==> config.mk <==
export PLATFORM = sky130hd
export DESIGN_NAME = sac_ctrl
export DESIGN_NICKNAME = d
export VERILOG_FILES = /design/src/design/sac_pkg.sv /design/src/design/sac_ctrl.sv
export SDC_FILE = /design/constraint.sdc
export NUM_CORES = 1
export LEC_CHECK = 0
export BUFFER_PORTS_ARGS = -buffer_cell sky130_fd_sc_hd__buf_2
export CAP_MARGIN = 20
export CELL_PAD_IN_SITES_DETAIL_PLACEMENT = 0
export CELL_PAD_IN_SITES_GLOBAL_PLACEMENT = 1
export CORE_MARGIN = 10
export CORE_UTILIZATION = 38
export DETAILED_ROUTE_END_ITERATION = 10
export MAX_ROUTING_LAYER = met4
export PLACE_DENSITY_LB_ADDON = 0.1
export SLEW_MARGIN = 5
export SYNTH_ARGS = -nofsm -noshare
export SYNTH_HDL_FRONTEND = slang
export SYNTH_SLANG_ARGS = --single-unit
export TNS_END_PERCENT = 1
==> constraint.sdc <==
create_clock -name i_clk -period 2.4 [get_ports i_clk]
set_input_delay 0.72 -clock i_clk [delete_from_list [all_inputs] [get_ports i_clk]]
set_output_delay 0.72 -clock i_clk [all_outputs]
set_load 0.05 [all_outputs]
==> src/design/sac_pkg.sv <==
// ----------------------------------------------------------------------------
// sac_pkg: shared types for the set-associative write-through cache
// Word types, controller commands and datapath status.
// ----------------------------------------------------------------------------
package sac_pkg;

    localparam int ADDR_BITS  = 20;
    localparam int BEAT_BYTES = 8;
    localparam int MEM_ROW_W  = ADDR_BITS - 3;
    localparam int CMD_BEAT_W = 5;

    typedef struct packed {
        logic                 op;
        logic [ADDR_BITS-1:0] addr;
        logic [2:0]           len;
        logic [31:0]          write_data;
        logic [2:0]           victim_way;
    } t_sac_in;

    typedef struct packed {
        logic [31:0] read_data;
        logic        hit;
        logic [2:0]  way;
        logic        filled;
    } t_sac_out;

    typedef enum logic [3:0] {
        OP_NONE,
        OP_CLEAR,
        OP_LOOKUP1,
        OP_LOOKUP2,
        OP_WRITE0,
        OP_WRITE1,
        OP_READ0,
        OP_READ1,
        OP_FILL
    } t_sac_op;

    typedef struct packed {
        t_sac_op               op;
        logic                  accept;
        logic                  load_out;
        logic [CMD_BEAT_W-1:0] beat;
        logic [MEM_ROW_W-1:0]  clear_idx;
    } t_sac_cmd;

    typedef struct packed {
        logic is_write;
        logic beat_cross;
        logic line_cross;
        logic hit1;
    } t_sac_stat;

endpackage

==> src/design/sac_ctrl.sv <==
// ----------------------------------------------------------------------------
// sac_ctrl: access sequencer for the write-through cache
// Clears memory after reset, then steps lookup, write, fill and read.
// ----------------------------------------------------------------------------
module sac_ctrl #(
    parameter int LINE_SIZE = 64
) (
    input  logic               i_clk,
    input  logic               i_rst_n,
    input  logic               i_in_valid,
    output logic               o_in_ready,
    output logic               o_out_valid,
    input  logic               i_out_ready,
    input  sac_pkg::t_sac_stat i_stat,
    output sac_pkg::t_sac_cmd  o_cmd
);

    localparam int ROWS   = LINE_SIZE / sac_pkg::BEAT_BYTES;
    localparam int BEAT_W = $clog2(ROWS);
    localparam int RW     = sac_pkg::MEM_ROW_W;

    typedef enum logic [3:0] {
        S_CLEAR, S_IDLE, S_LOOK1, S_LOOK2, S_BRANCH, S_WR0, S_WR1,
        S_FILL, S_FILLW, S_RD0, S_RD1, S_RDW, S_DONE
    } t_state;

    t_state            r_state;
    logic [RW-1:0]     r_clr;
    logic [BEAT_W-1:0] r_beat;
    logic              r_out_valid;

    always_comb begin
        o_cmd           = '0;
        o_cmd.op        = sac_pkg::OP_NONE;
        o_cmd.clear_idx = r_clr;
        o_cmd.beat      = sac_pkg::CMD_BEAT_W'(r_beat);
        o_cmd.accept    = (r_state == S_IDLE) && i_in_valid;
        o_cmd.load_out  = (r_state == S_DONE) && (!r_out_valid || i_out_ready);
        unique case (r_state)
            S_CLEAR: o_cmd.op = sac_pkg::OP_CLEAR;
            S_LOOK1: o_cmd.op = sac_pkg::OP_LOOKUP1;
            S_LOOK2: o_cmd.op = (i_stat.is_write && i_stat.line_cross) ?
                                sac_pkg::OP_LOOKUP2 : sac_pkg::OP_NONE;
            S_WR0:   o_cmd.op = sac_pkg::OP_WRITE0;
            S_WR1:   o_cmd.op = sac_pkg::OP_WRITE1;
            S_FILL:  o_cmd.op = sac_pkg::OP_FILL;
            S_RD0:   o_cmd.op = sac_pkg::OP_READ0;
            S_RD1:   o_cmd.op = sac_pkg::OP_READ1;
            default: o_cmd.op = sac_pkg::OP_NONE;
        endcase
    end

    always_ff @(posedge i_clk) begin
        if (!i_rst_n) begin
            r_state     <= S_CLEAR;
            r_clr       <= '0;
            r_beat      <= '0;
            r_out_valid <= 1'b0;
        end else begin
            if (o_cmd.load_out) begin
                r_out_valid <= 1'b1;
            end else if (i_out_ready) begin
                r_out_valid <= 1'b0;
            end
            unique case (r_state)
                S_CLEAR: begin
                    r_clr <= r_clr + RW'(1);
                    if (&r_clr) begin
                        r_state <= S_IDLE;
                    end
                end
                S_IDLE: begin
                    if (i_in_valid) begin
                        r_state <= S_LOOK1;
                    end
                end
                S_LOOK1: r_state <= S_LOOK2;
                S_LOOK2: r_state <= S_BRANCH;
                S_BRANCH: begin
                    r_beat <= '0;
                    if (i_stat.is_write) begin
                        r_state <= S_WR0;
                    end else if (!i_stat.hit1) begin
                        r_state <= S_FILL;
                    end else begin
                        r_state <= S_RD0;
                    end
                end
                S_WR0: begin
                    if (i_stat.beat_cross) begin
                        r_state <= S_WR1;
                    end else begin
                        r_state <= i_stat.hit1 ? S_DONE : S_FILL;
                    end
                end
                S_WR1: r_state <= i_stat.hit1 ? S_DONE : S_FILL;
                S_FILL: begin
                    r_beat <= r_beat + BEAT_W'(1);
                    if (r_beat == BEAT_W'(ROWS - 1)) begin
                        r_state <= S_FILLW;
                    end
                end
                S_FILLW: r_state <= i_stat.is_write ? S_DONE : S_RD0;
                S_RD0:   r_state <= i_stat.beat_cross ? S_RD1 : S_RDW;
                S_RD1:   r_state <= S_RDW;
                S_RDW:   r_state <= S_DONE;
                S_DONE: begin
                    if (o_cmd.load_out) begin
                        r_state <= S_IDLE;
                    end
                end
                default: r_state <= S_IDLE;
            endcase
        end
    end

    assign o_in_ready  = (r_state == S_IDLE);
    assign o_out_valid = r_out_valid;

endmodule

==> flow_summary.json <==
{
  "io_buffers": 35,
  "grt-ovfl-total": 0,
  "cap_viol_max_count": 0,
  "clk_pin_slew_ns": 0.09,
  "yosysWarnings": 0,
  "avgRoutedWirePerCell_microns": 13.8,
  "ant_nets": 0,
  "htreeDepth": 1,
  "crit_type": "reg -> out",
  "drtIter0Drc": 85,
  "holdBufCountCts": 0,
  "grt_max_degree": 17,
  "clock-sinks": 25,
  "ir_drop_uv": 186,
  "outcome": "finished clean",
  "dp_hpwl_microns": 2860,
  "syn_area_per_cell_sq_um": 8.00,
  "synth_edf_count": 0,
  "leakagePower_nw": 0.769,
  "globalplace.congestion": 0.771,
  "syn_inst": 185,
  "rsz0062_at_grt": "no",
  "antenna_found_initial": 0,
  "die_w_microns": 82.4,
  "place_ws_ns": 0.0534,
  "cts_made_buffers": 3,
  "path_delay_family": "buffers and inverters",
  "dr.pass1.iters": 4,
  "worst_setup_path_start_kind": "flip-flop",
  "seq_area_frac_synth_pct": 33.8,
  "min_period_over_period_pct": 95.6,
  "route.detailed.drc": 0,
  "cts-root-buf": "clkbuf_8",
  "setup_viol": 0,
  "fin_worst_skew_ns": 0.00546,
  "first_global_vias": 1343,
  "initial_core_util_pct": 39.8,
  "required_ns": 1.68,
  "fin_area_sq_um": 1840,
  "min_period_ns": 2.29,
  "finalHoldViolCount": 0,
  "synthTopCellsByArea": "dfxtp_1, xor2_1, ha_1",
  "io-pin-count": 38,
  "cp_slowest_cell": "dfxtp_2",
  "core_sq_um": 3720,
  "synthArstFlopShare_pct": 0,
  "dpl-instance-area_sq_um": 1720,
  "area_delta_synth_final_pct": 24.1,
  "grt_pass1_wl_microns": 6220,
  "crit_buf_inv": 2,
  "mappedNetlistArea_sq_um": 1480,
  "hold_ws_ns": 0.494,
  "viasPerCell": 5.23,
  "num_rows": 22,
  "synth_top_flop_cell": "dfxtp_1",
  "synth.distinct_cells": 40,
  "hold_class": "reg -> reg",
  "routed_wl_microns": 3750,
  "cts_tree": "built",
  "drive_gt1_share_pct": 28.7,
  "dieArea_sq_um": 6790,
  "vias": 1418,
  "crit_fanout": 8,
  "ys_ff_latch": 25,
  "yosysTopAreaCellShare_pct": 33.8,
  "finalMaxSlewViolations": 0,
  "crit_chain": "inv_1 > ha_4 > nor2b_4 > a21oi_1 > o22ai_1 > buf_4",
  "powerDensity_nw_per_um2": 400,
  "end_kind": "output pin",
  "cts_buffer_depth": 2,
  "finalWorstSetupSlack_ns": 0.105,
  "num_antenna_cells": 0,
  "timing.fmax_mhz": 436,
  "grt_use_total_pct": 11.6,
  "final_nets": 240,
  "slowest_delay_ns": 0.35,
  "clkLatencyLatePin_ns": 0.27,
  "die_h_microns": 82.4,
  "arrival_ns": 1.57,
  "synth_top_area_cell": "dfxtp_1"
}
layout by cell type, fill, tap and decap left out, drive strengths merged, types with 2 or more instances in the layout:
master,instances
dfxtp,25
or3,2
a21oi,14
o22ai,4
nand2b,6
nand4,4
o21ai,4
xor2,12
nor2,23
nand3,10
clkbuf,5
and2,2
nand2,20
nor3,3
buf,40
nor2b,4
and4,2
inv,8
conb,2
and3,2
o31ai,2
nor4,4
xnor2,3
ha,8
report_power, final:
group | internal [mW] | switching [mW] | total (mW)
Combinational | 0.0143 | 0.0432 | 0.0575
Sequential | 0.419 | 0.00646 | 0.425
Clock | 0.118 | 0.135 | 0.252
Total | 0.551 | 0.184 | 0.735
path summary, 6_finish.rpt:
| path | start | endpoint | slack, ns | cells past startpoint |
|---|---|---|---|---|
| max | r_state[2]$_SDFFE_PN0P_ | o_cmd[24] | 0.11 | 6 |
| min | r_clr[16]$_SDFFE_PN0P_ | r_clr[16]$_SDFFE_PN0P_ | 0.49 | 2 |
| max reg2reg | r_clr[9]$_SDFFE_PN0P_ | r_state[1]$_SDFFE_PN0P_ | 0.19 | 10 |
| min reg2reg | r_clr[16]$_SDFFE_PN0P_ | r_clr[16]$_SDFFE_PN0P_ | 0.49 | 2 |
cells by family (layout without fill, tap and decap cells):
kind of cell,after synthesis,in the layout,synth area share [%]
mux,1,1,0.676
flops,25,25,33.8
simple gates,86,86,30.9
compound gates,32,32,13.2
xor+xnor,15,15,8.88
buf+inv,17,54,5.58
fa+ha+maj,8,8,6.76
other cells,1,2,0.253
sequential cells by signal (all words and copies together), names as in the netlist:
signal	flops
o_out_valid	1
r_beat	3
r_clr	17
r_state	4
routing by layer:
layer	wire length (microns)	vias to the layer above	global-route usage, %
li1	-	716	-
met1	1840	659	15.2
met2	1610	39	17.0
met3	271	4	3.02
met4	27	0	3.40
met5	0	-	-
Yosys cell counts, types with 2 or more instances:
master / number
dfxtp_1: 25
nor2_1: 23
nand2_1: 20
a21oi_1: 14
xor2_1: 12
nand3_1: 10
ha_1: 8
inv_1: 8
nand2b_1: 6
nand4_1: 4
nor2b_1: 4
o21ai_0: 4
o22ai_1: 4
buf_2: 3
clkbuf_1: 3
nor3_1: 3
xnor2_1: 3
and2_1: 2
and3_1: 2
and4_1: 2
buf_4: 2
nor4_1: 2
nor4_4: 2
o31ai_1: 2
or3_1: 2
cell type report:
class | instances | area (sq um)
multi-input cells | 144 | 952
flip-flops and latches | 25 | 510
inverters | 8 | 30.0
repair buffers | 42 | 235
fillers | 401 | 1880
clock buffers | 3 | 41.3
well taps | 48 | 60.1
clock inverters | 1 | 7.51
per-stage QoR:
| stage | utilization, % | TNS, ns | power (mW) | cells |
|---|---|---|---|---|
| 6_report | 49.4 | 0 | 0.735 | 271 |
| 5_1_grt | 49.4 | 0 | 0.776 | 271 |
| 4_1_cts | 47.9 | 0 | 0.749 | 271 |
| 3_5_place_dp | 46.4 | 0 | 0.493 | 267 |
| 3_3_place_gp | 46.4 | 0 | 0.491 | 267 |
| 2_1_floorplan | - | -0.0472 | 0.476 | 186 |
repair_timing:
| action | 4_1_cts | 5_1_grt |
|---|---|---|
| buffers inserted | 0 | 0 |
| pin swaps | 0 | 1 |
| setup endpoints to repair | 4 | 9 |
| resized for setup | 4 | 14 |
tightest hold or removal path: stages (launching register included):
cell	delay [ns]
dfxtp_1	0.34
nand2_1	0.06
a21oi_1	0.06
No activity file was read; power rests on OpenSTA's default activity.
